`src/hdl/lvd_pkg.sv`:
```
// Shared types, constants and helpers for the LEB128 varint decoder.
package lvd_pkg;

   // Value kinds, taken from the first byte of each value
   typedef enum logic [1:0] {
      LVD_KIND_U32 = 2'd0,
      LVD_KIND_U64 = 2'd1,
      LVD_KIND_S32 = 2'd2,
      LVD_KIND_S64 = 2'd3
   } lvd_kind_type;

   localparam logic [3:0] LVD_LIMIT_32     = 4'd5;
   localparam logic [3:0] LVD_LIMIT_64     = 4'd10;
   localparam int         LVD_CONT_BIT     = 7;
   localparam int         LVD_SIGN_BIT     = 6;
   localparam int         LVD_PAYLOAD_W    = 7;
   localparam int         LVD_QUEUE_DEPTH  = 2;

   // One classified word passed from the front to the back
   typedef struct packed {
      logic [LVD_PAYLOAD_W-1:0] payload;   // low 7 bits of the byte
      logic                     sign;      // bit 6 of the byte
      logic [3:0]               pos;       // byte position inside the value, 0..9
      lvd_kind_type             kind;      // latched kind of the value
      logic                     last;      // this word ends the value
      logic                     cont;      // continuation bit of the byte
   } lvd_entry_type;

   // Front tracking state exposed for checking
   typedef struct packed {
      logic [3:0] bytes_taken;
      logic       is32;
   } lvd_front_status_type;

   // Bit offset of a byte position: pos * 7
   function automatic logic [6:0] lvd_bit_offset(input logic [3:0] pos);
      logic [6:0] p;
      p = {3'd0, pos};
      return 7'((p << 3) - p);
   endfunction

   function automatic logic lvd_is32(input lvd_kind_type kind);
      return (kind == LVD_KIND_U32) || (kind == LVD_KIND_S32);
   endfunction

endpackage

```
`src/hdl/lvd_front.sv`:
```
// Front end: accepts input words, latches the kind and classifies value ends.
module lvd_front (
   input  logic                          clock,
   input  logic                          reset,
   input  logic                          req_valid,
   output logic                          req_ready,
   input  logic [7:0]                    req_data_byte,
   input  logic [1:0]                    req_operation,
   input  logic                          req_last_available,
   input  logic                          q_full,
   output logic                          q_push,
   output lvd_pkg::lvd_entry_type        q_entry,
   output lvd_pkg::lvd_front_status_type front_status
);
   import lvd_pkg::*;

   logic [3:0]   bytes_taken_ff, bytes_taken_in;
   lvd_kind_type kind_ff, kind_in;
   lvd_kind_type kind_cur;
   logic         is32;
   logic [3:0]   limit;
   logic [3:0]   count;
   logic         cont;
   logic         ends;

   assign req_ready = !q_full;
   assign q_push    = req_valid && req_ready;

   // Pick the kind: new on the first byte, held otherwise
   assign kind_cur = (bytes_taken_ff == 4'd0) ? lvd_kind_type'(req_operation) : kind_ff;
   assign is32     = lvd_is32(kind_cur);
   assign limit    = is32 ? LVD_LIMIT_32 : LVD_LIMIT_64;
   assign count    = bytes_taken_ff + 4'd1;
   assign cont     = req_data_byte[LVD_CONT_BIT];
   assign ends     = !cont || (count >= limit) || req_last_available;

   // Build the classified word
   always_comb begin
      q_entry.payload = req_data_byte[LVD_PAYLOAD_W-1:0];
      q_entry.sign    = req_data_byte[LVD_SIGN_BIT];
      q_entry.pos     = bytes_taken_ff;
      q_entry.kind    = kind_cur;
      q_entry.last    = ends;
      q_entry.cont    = cont;
   end

   // Advance the byte count, clear it at a value end
   always_comb begin
      bytes_taken_in = bytes_taken_ff;
      kind_in        = kind_ff;
      if (q_push) begin
         kind_in        = kind_cur;
         bytes_taken_in = ends ? 4'd0 : count;
      end
   end

   always_ff @(posedge clock) begin
      if (reset) begin
         bytes_taken_ff <= 4'd0;
         kind_ff        <= LVD_KIND_U32;
      end else begin
         bytes_taken_ff <= bytes_taken_in;
         kind_ff        <= kind_in;
      end
   end

   assign front_status.bytes_taken = bytes_taken_ff;
   assign front_status.is32        = lvd_is32(kind_ff);

endmodule

```
`src/hdl/lvd_queue.sv`:
```
// Short queue of classified words between the front and the back.
module lvd_queue #(
   parameter int DEPTH = lvd_pkg::LVD_QUEUE_DEPTH
) (
   input  logic                   clock,
   input  logic                   reset,
   input  logic                   push,
   input  lvd_pkg::lvd_entry_type push_entry,
   input  logic                   pop,
   output lvd_pkg::lvd_entry_type head_entry,
   output logic                   empty,
   output logic                   full
);
   import lvd_pkg::*;

   localparam int PTR_W = (DEPTH > 1) ? $clog2(DEPTH) : 1;
   localparam int CNT_W = $clog2(DEPTH + 1);
   localparam logic [PTR_W-1:0] PTR_LAST = PTR_W'(DEPTH - 1);
   localparam logic [CNT_W-1:0] CNT_FULL = CNT_W'(DEPTH);

   lvd_entry_type    store_ff [DEPTH];
   logic [PTR_W-1:0] wr_ptr_ff, wr_ptr_in;
   logic [PTR_W-1:0] rd_ptr_ff, rd_ptr_in;
   logic [CNT_W-1:0] level_ff, level_in;

   assign empty      = (level_ff == '0);
   assign full       = (level_ff == CNT_FULL);
   assign head_entry = store_ff[rd_ptr_ff];

   // Advance pointers and level
   always_comb begin
      wr_ptr_in = wr_ptr_ff;
      rd_ptr_in = rd_ptr_ff;
      level_in  = level_ff;
      if (push) begin
         wr_ptr_in = (wr_ptr_ff == PTR_LAST) ? '0 : wr_ptr_ff + PTR_W'(1);
      end
      if (pop) begin
         rd_ptr_in = (rd_ptr_ff == PTR_LAST) ? '0 : rd_ptr_ff + PTR_W'(1);
      end
      if (push && !pop) begin
         level_in = level_ff + CNT_W'(1);
      end else if (pop && !push) begin
         level_in = level_ff - CNT_W'(1);
      end
   end

   always_ff @(posedge clock) begin
      if (reset) begin
         wr_ptr_ff <= '0;
         rd_ptr_ff <= '0;
         level_ff  <= '0;
      end else begin
         wr_ptr_ff <= wr_ptr_in;
         rd_ptr_ff <= rd_ptr_in;
         level_ff  <= level_in;
      end
   end

   // Write the entry storage
   always_ff @(posedge clock) begin
      if (push) begin
         store_ff[wr_ptr_ff] <= push_entry;
      end
   end

endmodule

```
`src/hdl/lvd_back.sv`:
```
// Back end: gathers payload bits, finishes values and holds the result register.
module lvd_back (
   input  logic                   clock,
   input  logic                   reset,
   input  lvd_pkg::lvd_entry_type head_entry,
   input  logic                   q_empty,
   output logic                   q_pop,
   output logic                   rsp_valid,
   input  logic                   rsp_ready,
   output logic [63:0]            rsp_value,
   output logic [3:0]             rsp_byte_count,
   output logic                   rsp_truncated
);
   import lvd_pkg::*;

   logic [63:0] acc_ff, acc_in;
   logic        rsp_valid_ff, rsp_valid_in;
   logic [63:0] value_ff, value_in;
   logic [3:0]  count_ff, count_in;
   logic        trunc_ff, trunc_in;

   logic        out_free;
   logic        is32;
   logic [6:0]  shift;
   logic [6:0]  filled;
   logic [3:0]  count;
   logic [63:0] acc_sum;
   logic [63:0] ext_mask;
   logic [31:0] low32;
   logic [63:0] finished;

   assign out_free = !rsp_valid_ff || rsp_ready;
   assign q_pop    = !q_empty && (!head_entry.last || out_free);

   // Place the payload at its 7-bit position
   assign is32   = lvd_is32(head_entry.kind);
   assign shift  = lvd_bit_offset(head_entry.pos);
   assign count  = head_entry.pos + 4'd1;
   assign filled = lvd_bit_offset(count);

   always_comb begin
      acc_sum = acc_ff | ({57'd0, head_entry.payload} << shift[5:0]);
      if (shift[6]) begin
         acc_sum = acc_ff;
      end
      if (is32) begin
         acc_sum[63:32] = 32'd0;
      end
   end

   // Finish the value by kind
   assign ext_mask = {64{1'b1}} << filled;

   always_comb begin
      low32    = acc_sum[31:0];
      finished = acc_sum;
      unique case (head_entry.kind)
         LVD_KIND_U32: begin
            finished = {32'd0, acc_sum[31:0]};
         end
         LVD_KIND_U64: begin
            finished = acc_sum;
         end
         LVD_KIND_S32: begin
            if (head_entry.sign && (filled < 7'd32)) begin
               low32 = acc_sum[31:0] | ext_mask[31:0];
            end
            finished = {{32{low32[31]}}, low32};
         end
         default: begin
            if (head_entry.sign && (filled < 7'd64)) begin
               finished = acc_sum | ext_mask;
            end
         end
      endcase
   end

   // Advance the accumulator and load the result register
   always_comb begin
      acc_in       = acc_ff;
      rsp_valid_in = rsp_valid_ff && !rsp_ready;
      value_in     = value_ff;
      count_in     = count_ff;
      trunc_in     = trunc_ff;
      if (q_pop) begin
         if (head_entry.last) begin
            acc_in       = 64'd0;
            rsp_valid_in = 1'b1;
            value_in     = finished;
            count_in     = count;
            trunc_in     = head_entry.cont;
         end else begin
            acc_in = acc_sum;
         end
      end
   end

   always_ff @(posedge clock) begin
      if (reset) begin
         acc_ff       <= 64'd0;
         rsp_valid_ff <= 1'b0;
      end else begin
         acc_ff       <= acc_in;
         rsp_valid_ff <= rsp_valid_in;
      end
   end

   always_ff @(posedge clock) begin
      value_ff <= value_in;
      count_ff <= count_in;
      trunc_ff <= trunc_in;
   end

   assign rsp_valid      = rsp_valid_ff;
   assign rsp_value      = value_ff;
   assign rsp_byte_count = count_ff;
   assign rsp_truncated  = trunc_ff;

endmodule

```
`src/hdl/leb128_varint_decoder.sv`:
```
// LEB128 decoder top level: one byte word per cycle while the queue has room.
// Throughput: one byte per cycle, sustained while results are taken; the back drains one queue word a cycle.
// A value's ending byte is stored in the queue, then the back loads the result register from it.
// The queue between front and back lets each side stall on its own; the result register
// takes a new value while the previous one is taken in the same cycle.
// Reset (synchronous, active high) empties the queue, drops any pending result and
// clears the partial value and byte count.
module leb128_varint_decoder #(
   parameter int QUEUE_DEPTH = lvd_pkg::LVD_QUEUE_DEPTH
) (
   input  logic        clock,
   input  logic        reset,
   input  logic        req_valid,
   output logic        req_ready,
   input  logic [7:0]  req_data_byte,
   input  logic [1:0]  req_operation,
   input  logic        req_last_available,
   output logic        rsp_valid,
   input  logic        rsp_ready,
   output logic [63:0] rsp_value,
   output logic [3:0]  rsp_byte_count,
   output logic        rsp_truncated
);
   import lvd_pkg::*;

   lvd_entry_type        push_entry;
   lvd_entry_type        head_entry;
   lvd_front_status_type front_status;
   logic                 q_push;
   logic                 q_pop;
   logic                 q_empty;
   logic                 q_full;

   // Classify incoming words
   lvd_front u_front (
      .clock              (clock),
      .reset              (reset),
      .req_valid          (req_valid),
      .req_ready          (req_ready),
      .req_data_byte      (req_data_byte),
      .req_operation      (req_operation),
      .req_last_available (req_last_available),
      .q_full             (q_full),
      .q_push             (q_push),
      .q_entry            (push_entry),
      .front_status       (front_status)
   );

   // Decouple front and back
   lvd_queue #(
      .DEPTH (QUEUE_DEPTH)
   ) u_queue (
      .clock      (clock),
      .reset      (reset),
      .push       (q_push),
      .push_entry (push_entry),
      .pop        (q_pop),
      .head_entry (head_entry),
      .empty      (q_empty),
      .full       (q_full)
   );

   // Gather and finish values
   lvd_back u_back (
      .clock          (clock),
      .reset          (reset),
      .head_entry     (head_entry),
      .q_empty        (q_empty),
      .q_pop          (q_pop),
      .rsp_valid      (rsp_valid),
      .rsp_ready      (rsp_ready),
      .rsp_value      (rsp_value),
      .rsp_byte_count (rsp_byte_count),
      .rsp_truncated  (rsp_truncated)
   );

   // The front never holds a count at or past the kind's byte limit
   a_front_below_limit: assert property (@(posedge clock) disable iff (reset)
      front_status.is32 ? (front_status.bytes_taken < LVD_LIMIT_32)
                        : (front_status.bytes_taken < LVD_LIMIT_64))
      else $error("front byte count reached the limit");

   // Every result reports one to ten bytes
   a_count_range: assert property (@(posedge clock) disable iff (reset)
      rsp_valid |-> (rsp_byte_count != 4'd0) && (rsp_byte_count <= LVD_LIMIT_64))
      else $error("result byte count out of range");

   // No result right after reset
   a_reset_clears: assert property (@(posedge clock)
      $past(reset) |-> !rsp_valid)
      else $error("result valid right after reset");

   // An empty queue never pops
   a_no_pop_empty: assert property (@(posedge clock) disable iff (reset)
      q_empty |-> !q_pop)
      else $error("pop from empty queue");

endmodule
```
`config.mk`:
```
export PLATFORM = sky130hd
export DESIGN_NAME = leb128_varint_decoder
export DESIGN_NICKNAME = d
export VERILOG_FILES = /design/src/hdl/lvd_pkg.sv /design/src/hdl/lvd_front.sv /design/src/hdl/lvd_queue.sv /design/src/hdl/lvd_back.sv /design/src/hdl/leb128_varint_decoder.sv
export SDC_FILE = /design/constraint.sdc
export NUM_CORES = 1
export LEC_CHECK = 0
export ABC_AREA = 1
export CELL_PAD_IN_SITES_DETAIL_PLACEMENT = 0
export CELL_PAD_IN_SITES_GLOBAL_PLACEMENT = 1
export CORE_UTILIZATION = 49
export DETAILED_ROUTE_END_ITERATION = 16
export DONT_BUFFER_PORTS = 1
export PLACE_DENSITY_LB_ADDON = 0.25
export SLEW_MARGIN = 10
export SYNTH_ARGS = -nofsm -noshare
export SYNTH_HDL_FRONTEND = slang
export SYNTH_HIERARCHICAL = 1
export SYNTH_SLANG_ARGS = --single-unit
```
`constraint.sdc`:
```
create_clock -name clock -period 4 [get_ports clock]
set_input_delay 0.2 -clock clock [delete_from_list [all_inputs] [get_ports clock]]
set_output_delay 0.2 -clock clock [all_outputs]
set_load 0.03 [all_outputs]
```
==> key figures, run 1 <==
Run status
  – Outcome: complete, no violations

Floorplanning
  – Core area: ~18000 sq um
  – Die W: 139 um
  – Die area: slightly below 20000 sq um
  – Die height: 139 um
  – Row count: 49
  – Initial Utilization: 0.508
  – Io pins: 86

Timing
  – Final worst-path cycle share: 0.892
  – Worst Clk Skew: 11.5 ps
  – Fin. Hold Viols: 0
  – Slew HR: 0.375
  – Slew Limit Fails: 0
  – Fmax: 0.280 GHz
  – Tmin final: 3570 ps
  – Setup WS post-layout: about 430 ps
  – Worst-margin pin slew: 937 ps
  – Setup TNS Final: 0 ps
  – Final setup violation count: 0
  – RSZ-0062 raised after global routing: false

Placement
  – Routability cong.: 0.907
  – PortBufs: 0
  – Worst slack, placed: ~430 ps
  – Placed wire-length estimate: 17.2 mm

Synth
  – Share of flip-flops with an asynchronous set or reset: 0
  – Post-synth top cells: 264 x nand2_1, 101 x edfxtp_1, 99 x inv_1, 96 x nand3_1, 91 x nor2_1
  – Netlist cell types: 43
  – Syn Area/Cell: ~8.5 sq um
  – Most common flop cell mapped by yosys: edfxtp_1
  – Post-synth EDFFs: 101
  – Mapped cell area: 9260 sq um
  – Gate Count Post-Synth: 1093
  – Top cells by area, synth: edfxtp_1 33%, dfxtp_1 16%, nand2_1 11%, nand3_1 5.2%, o21ai_0 4.6%
  – Post-Syn Nets: roughly 1100
  – Register area share after synthesis: 0.492
  – Synthesized flop and latch total: 177
  – Post-synth top area share: 0.328
  – Synthesis Warnings: 6
  – Post-synth top area cell: edfxtp_1
  – Count leader, synth: nand2_1

Clock tree
  – CTS tree: yes
  – Worst-Skew Late Latency: 440 ps
  – Root Buffer: clkbuf_16
  – CTS HTree Levels: 4
  – Bufs on Longest Clock Path: 2
  – Clk slew on worst S/H paths: approximately 70 ps
  – Num CTS Buffers: 17
  – Sink Count: 177

Detailed routing
  – Post-DR wirelength/cell: 18.5 um
  – Routed Antenna Nets: 0
  – Via density: 5.54
  – Remaining DRCs: 0
  – DR pass1 iterations: 8
  – Vias: 7254
  – Final wirelength: ~24 mm
  – 1st-iter DRT viols: 562

Setup path
  – Setup crit start kind: register
  – CP max FO: 32
  – CP Capture Type: register
  – Kind of critical path: reg2reg
  – Worst Path Arrival: 3850 ps
  – WP data required: ~4300 ps

Run
  – Max Cap Viol: 0

Global route
  – Overflow after GRT: 0
  – Largest net degree at the start of global routing: 60
  – Vias in the first global route: 6798
  – Initial antenna violation count: 0
  – First-pass GRT wire length: 37.7 mm
  – Total GRT Usage: 0.257

Final layout
  – Layout cells sized above 1: 0.122
  – Layout Nets: 1094
  – Diodes inserted: 0
  – Synth-to-layout area growth: 6.72%

Worst hold path
  – Min-delay worst type: in2reg
## path summary, 6_finish.rpt
check | slack, ps | cells past startpoint | endpoint | startpoint
hold / removal | 30 | 3 | u_back/rsp_valid | rsp_ready
setup / recovery | 430 | 13 | u_back/rsp_value[61] | register
setup reg to reg | 430 | 13 | u_back/rsp_value[61] | register
hold reg to reg | 470 | 2 | u_back/acc_ff[35] | u_back/acc_ff[35]
## registers in the layout, indices dropped and copies added (netlist names), 2 cells and up, named ones only
register and count:
u_back/rsp_value 64, u_queue/level_ff 2, u_back/acc_ff 64, u_front/bytes_taken_ff 4
u_queue/store_ff 32, u_back/rsp_byte_count 4, u_front/kind_ff 2
## per-stage QoR
| stage | hold slack [ps] | std cells | utilization | cell area (sq um) |
|---|---|---|---|---|
| finish | 32.0 | 1309 | 0.543 | 9880 |
| global route | 65.9 | 1309 | 0.543 | 9880 |
| CTS | 27.3 | 1309 | 0.543 | 9880 |
| detailed placement | 275 | 1268 | 0.506 | 9210 |
| global placement | 273 | 1268 | 0.506 | 9210 |
| floorplan | 269 | 1093 | - | 9260 |
## placed cells by master, fill, tap and decap left out, types with 3 or more instances in the layout
master	instances
ha_1	12
dfxtp_1	76
nand2_1	264
nand4_1	5
edfxtp_1	101
nand3_1	96
nor2_2	8
o21ai_0	85
nor2_1	91
and2_1	3
a21oi_1	39
nor2_4	3
nand3_2	18
clkinv_4	3
nand2_4	4
nor3_1	4
inv_6	4
a31oi_1	12
inv_1	98
buf_4	12
mux2_2	6
a31o_2	3
dlygate4sd3_1	9
o21ai_1	21
and3_1	22
clkbuf_16	17
nand2_2	12
mux2_4	10
o21bai_1	3
inv_2	9
nand4_2	6
## layer usage
metal	track usage	routed length, um	vias up
met5	0	0	-
met1	0.329	10500	3365
met3	0.0461	1350	52
met4	0.141	1110	0
li1	-	-	3579
met2	0.412	11300	258
## final cells by class
type	instances	area [sq um]
well taps	229	287
multi-input cells	741	3850
flip-flops and latches	177	4550
repair buffers	22	200
inverters	108	408
clock inverters	12	120
clock buffers	20	457
fillers	1692	8330
## critical path: stages (launching register included)
cell	delay (ps)
dfxtp_1	470
mux2_4	440
inv_2	230
ha_1	370
nand2_1	150
nand3_1	120
nand2_2	120
nor2_4	620
inv_2	90
nor2_1	170
nor2_2	70
nand2_2	80
nand2_4	260
nand3_1	200
## what timing repair did
item	CTS	global route
hold endpoints to repair	36	0
setup buffers	0	0
gates resized for setup	0	0
hold buffers	9	0
## kinds of logic (layout without fill, tap and decap cells)
kind of cell | after synthesis | count (layout) | share of synthesized area
AO/OA/AOI/OAI | 168 | 168 | 0.0970
XOR/XNOR | 4 | 4 | 0.00460
adder cells (fa/ha/maj) | 12 | 12 | 0.0162
buffers and inverters | 175 | 162 | 0.0918
flip-flops | 177 | 177 | 0.492
multiplexers | 16 | 16 | 0.0235
AND/OR/NAND/NOR | 541 | 541 | 0.275
Power of run 1 is not shown: default switching activity piles up to over one toggle a cycle in this logic, so the estimate is an artifact.
==> run 2, diff against run 1 <==
--- a/config.mk
+++ b/config.mk
@@ -5,10 +5,11 @@
 export SDC_FILE = /design/constraint.sdc
 export NUM_CORES = 1
 export LEC_CHECK = 0
-export ABC_AREA = 1
+export ABC_AREA = 0
 export CELL_PAD_IN_SITES_DETAIL_PLACEMENT = 0
 export CELL_PAD_IN_SITES_GLOBAL_PLACEMENT = 1
-export CORE_UTILIZATION = 49
+export CORE_UTILIZATION = 50
+export CTS_BUF_LIST = sky130_fd_sc_hd__clkbuf_4 sky130_fd_sc_hd__clkbuf_8 sky130_fd_sc_hd__clkbuf_16
 export DETAILED_ROUTE_END_ITERATION = 16
 export DONT_BUFFER_PORTS = 1
 export PLACE_DENSITY_LB_ADDON = 0.25
==> constraint.sdc (replaced) <==
create_clock -name clock -period 4 [get_ports clock]
set_input_delay 0.2 -clock clock [delete_from_list [all_inputs] [get_ports clock]]
set_output_delay 0.2 -clock clock [all_outputs]
set_load 0.01 [all_outputs]
==> key figures, run 2 <==
Global route
  – Largest net degree at the start of global routing: 71 (+18%)
  – First-pass GRT wire length: 42.0 mm (+12%)
  – Vias in the first global route: 6896 (+1.4%)
  – Initial antenna violation count: 0 (unchanged)
  – Total GRT Usage: 0.316 (+0.0589)
  – Overflow after GRT: 0 (unchanged)

Timing
  – Worst Clk Skew: 15.8 ps (+4.29 ps)
  – Fin. Hold Viols: 0 (unchanged)
  – Worst-margin pin slew: 1080 ps (+139 ps)
  – Fmax: 0.260 GHz (-7.3%)
  – Tmin final: 3850 ps (+281 ps)
  – Slew HR: 0.283 (-0.0918)
  – Slew Limit Fails: 0 (unchanged)
  – Setup TNS Final: 0 ps (unchanged)
  – Final worst-path cycle share: 0.962 (+0.0703)
  – Final setup violation count: 0 (unchanged)
  – WHS: 29.2 ps (-2.86 ps)
  – RSZ-0062 raised after global routing: false

Detailed routing
  – Post-DR wirelength/cell: 25.2 um (+36%)
  – Vias: 7352 (+1.4%)
  – Final wirelength: 28.2 mm (+16%)
  – Remaining DRCs: 0 (unchanged)
  – Routed Antenna Nets: 0 (unchanged)
  – DR pass1 iterations: 7 (-1)
  – Via density: 6.58 (+19%)
  – 1st-iter DRT viols: 831 (+48%)

Clock tree
  – CTS tree: yes
  – Sink Count: 177 (unchanged)
  – Bufs on Longest Clock Path: 2 (unchanged)
  – CTS HTree Levels: 4 (unchanged)
  – Clk slew on worst S/H paths: 80 ps (about the same)
  – Num CTS Buffers: 17 (unchanged)
  – Worst-Skew Late Latency: 440 ps (about the same)
  – Root Buffer: clkbuf_16

Floorplanning
  – Io pins: 86 (unchanged)
  – Row count: 48 (-2.0%)
  – Die area: 18400 sq um (-5.2%)
  – Die height: 136 um (-2.6%)
  – Initial Utilization: 0.514 (+0.00552)
  – Core area: 17400 sq um (-4.3%)
  – Die W: 136 um (-2.6%)

Synth
  – Gate Count Post-Synth: 874 (-20%)
  – Synthesis Warnings: 6 (unchanged)
  – Post-Syn Nets: 901 (-20%)
  – Mapped cell area: 8950 sq um (-3.3%)
  – Syn Area/Cell: 10.2 sq um (+21%)

Setup path
  – Setup crit start kind: register
  – Cell mode on critical path: buf_4
  – CP Capture Type: register
  – Worst path cell trace: buf_4 -> mux2_2 -> inv_2 -> ha_1 -> buf_4 -> or3_1 -> o211a_1 -> nor2_2 -> a221oi_1 -> buf_4 -> o221ai_1
  – Cell family with most CP delay: simple AND/OR/NAND/NOR gates
  – Kind of critical path: reg2reg
  – CP max stage delay: 520 ps (-100 ps)
  – WP data required: 4230 ps (-60 ps)
  – Slowest-stage cell, CP: nor2_2
  – Buf/Inv on CP: 4 (+2)
  – Worst Path Arrival: 4080 ps (+230 ps)
  – CP max FO: 13 (-59%)

Placement
  – Placed wire-length estimate: 19.6 mm (+14%)
  – PortBufs: 0 (unchanged)
  – Placed inst area: 9250 sq um (+0.35%)
  – Placed insts: 1077 (-15%)
  – Routability cong.: 0.919 (+1.3%)

Final layout
  – Final instance area: 9930 sq um (+0.56%)
  – Synth-to-layout area growth: 11.0%
  – Diodes inserted: 0 (unchanged)
  – Layout cells sized above 1: 0.169 (+0.0469)
  – Number of fillers in the final layout: 1554 (-8.2%)
  – Commonest cells after routing, fill and taps aside: 106 x a21oi_1, 104 x nor2_1, 101 x edfxtp_1
  – Final Instance Count excl. Fillers: 1118 (-15%)
  – Layout Nets: 907 (-17%)
  – Commonest non-fill, non-tap cell in the layout: a21oi_1

Run status
  – Outcome: complete, no violations

Worst hold path
  – Min-delay worst type: in2reg

Power
  – Peak supply drop: between 400 and 500 uV
  – Leakage: around 0.0036 uW
  – PwrDens: roughly 1000 nW/um^2

Run
  – Max Cap Viol: 0 (unchanged)
## run 2: what timing repair did
action | 4_1_cts | 5_1_grt
endpoints found under the setup margin | 0 | 2
gates resized for setup | 0 | 1
hold endpoints to repair | 34 | 0
setup buffers | 0 | 0
hold buffers | 9 | 0
## run 2: metal layers
metal	up-vias	global-route usage	wire length (um)
li1	3267	-	-
met1	3610	0.442	12000
met2	406	0.463	12500
met3	69	0.0909	2820
met4	0	0.109	834
met5	-	0	0
## run 2: tightest hold or removal path, stage by stage
cell and delay [ps]:
nor2b_1 50, nor2_1 120, nor2_1 50
## run 2: cell type report
class                      count  area, sq um  area share
sequential                   177         4550       0.458
multi-input combinational    605         3940       0.396
timing repair buffer          59          490      0.0494
clock buffer                  19          464      0.0467
tap                          225          282      0.0283
clock inverter                13          133      0.0134
inverter                      20         75.1     0.00756
## run 2: report_power, final
group | leakage (uW) | total, uW | switching (uW) | internal, uW
Sequential | 0.00158 | 3010 | 374 | 2640
Combinational | 0.00176 | 5100 | 3470 | 1630
Clock | 0.000295 | 1680 | 797 | 888
Total | 0.00363 | 9790 | 4640 | 5150
## run 2: final timing paths
path / startpoint / endpoint / slack [ps] / cells past startpoint
max: register / u_back/rsp_value[32] / 150 / 11
min: rsp_ready / u_back/rsp_valid / 30 / 3
max reg2reg: register / u_back/rsp_value[32] / 150 / 11
min reg2reg: u_back/acc_ff[35] / u_back/acc_ff[35] / 460 / 2
## run 2: metrics by stage
step	setup slack [ps]	total power, uW	utilization
after global placement	378	7950	0.531
final	152	9790	0.570
after detailed placement	296	7960	0.531
after global routing	59.6	10200	0.570
after floorplan	144	6160	-
after CTS	275	9680	0.570
(Power assumes the default switching activity.)
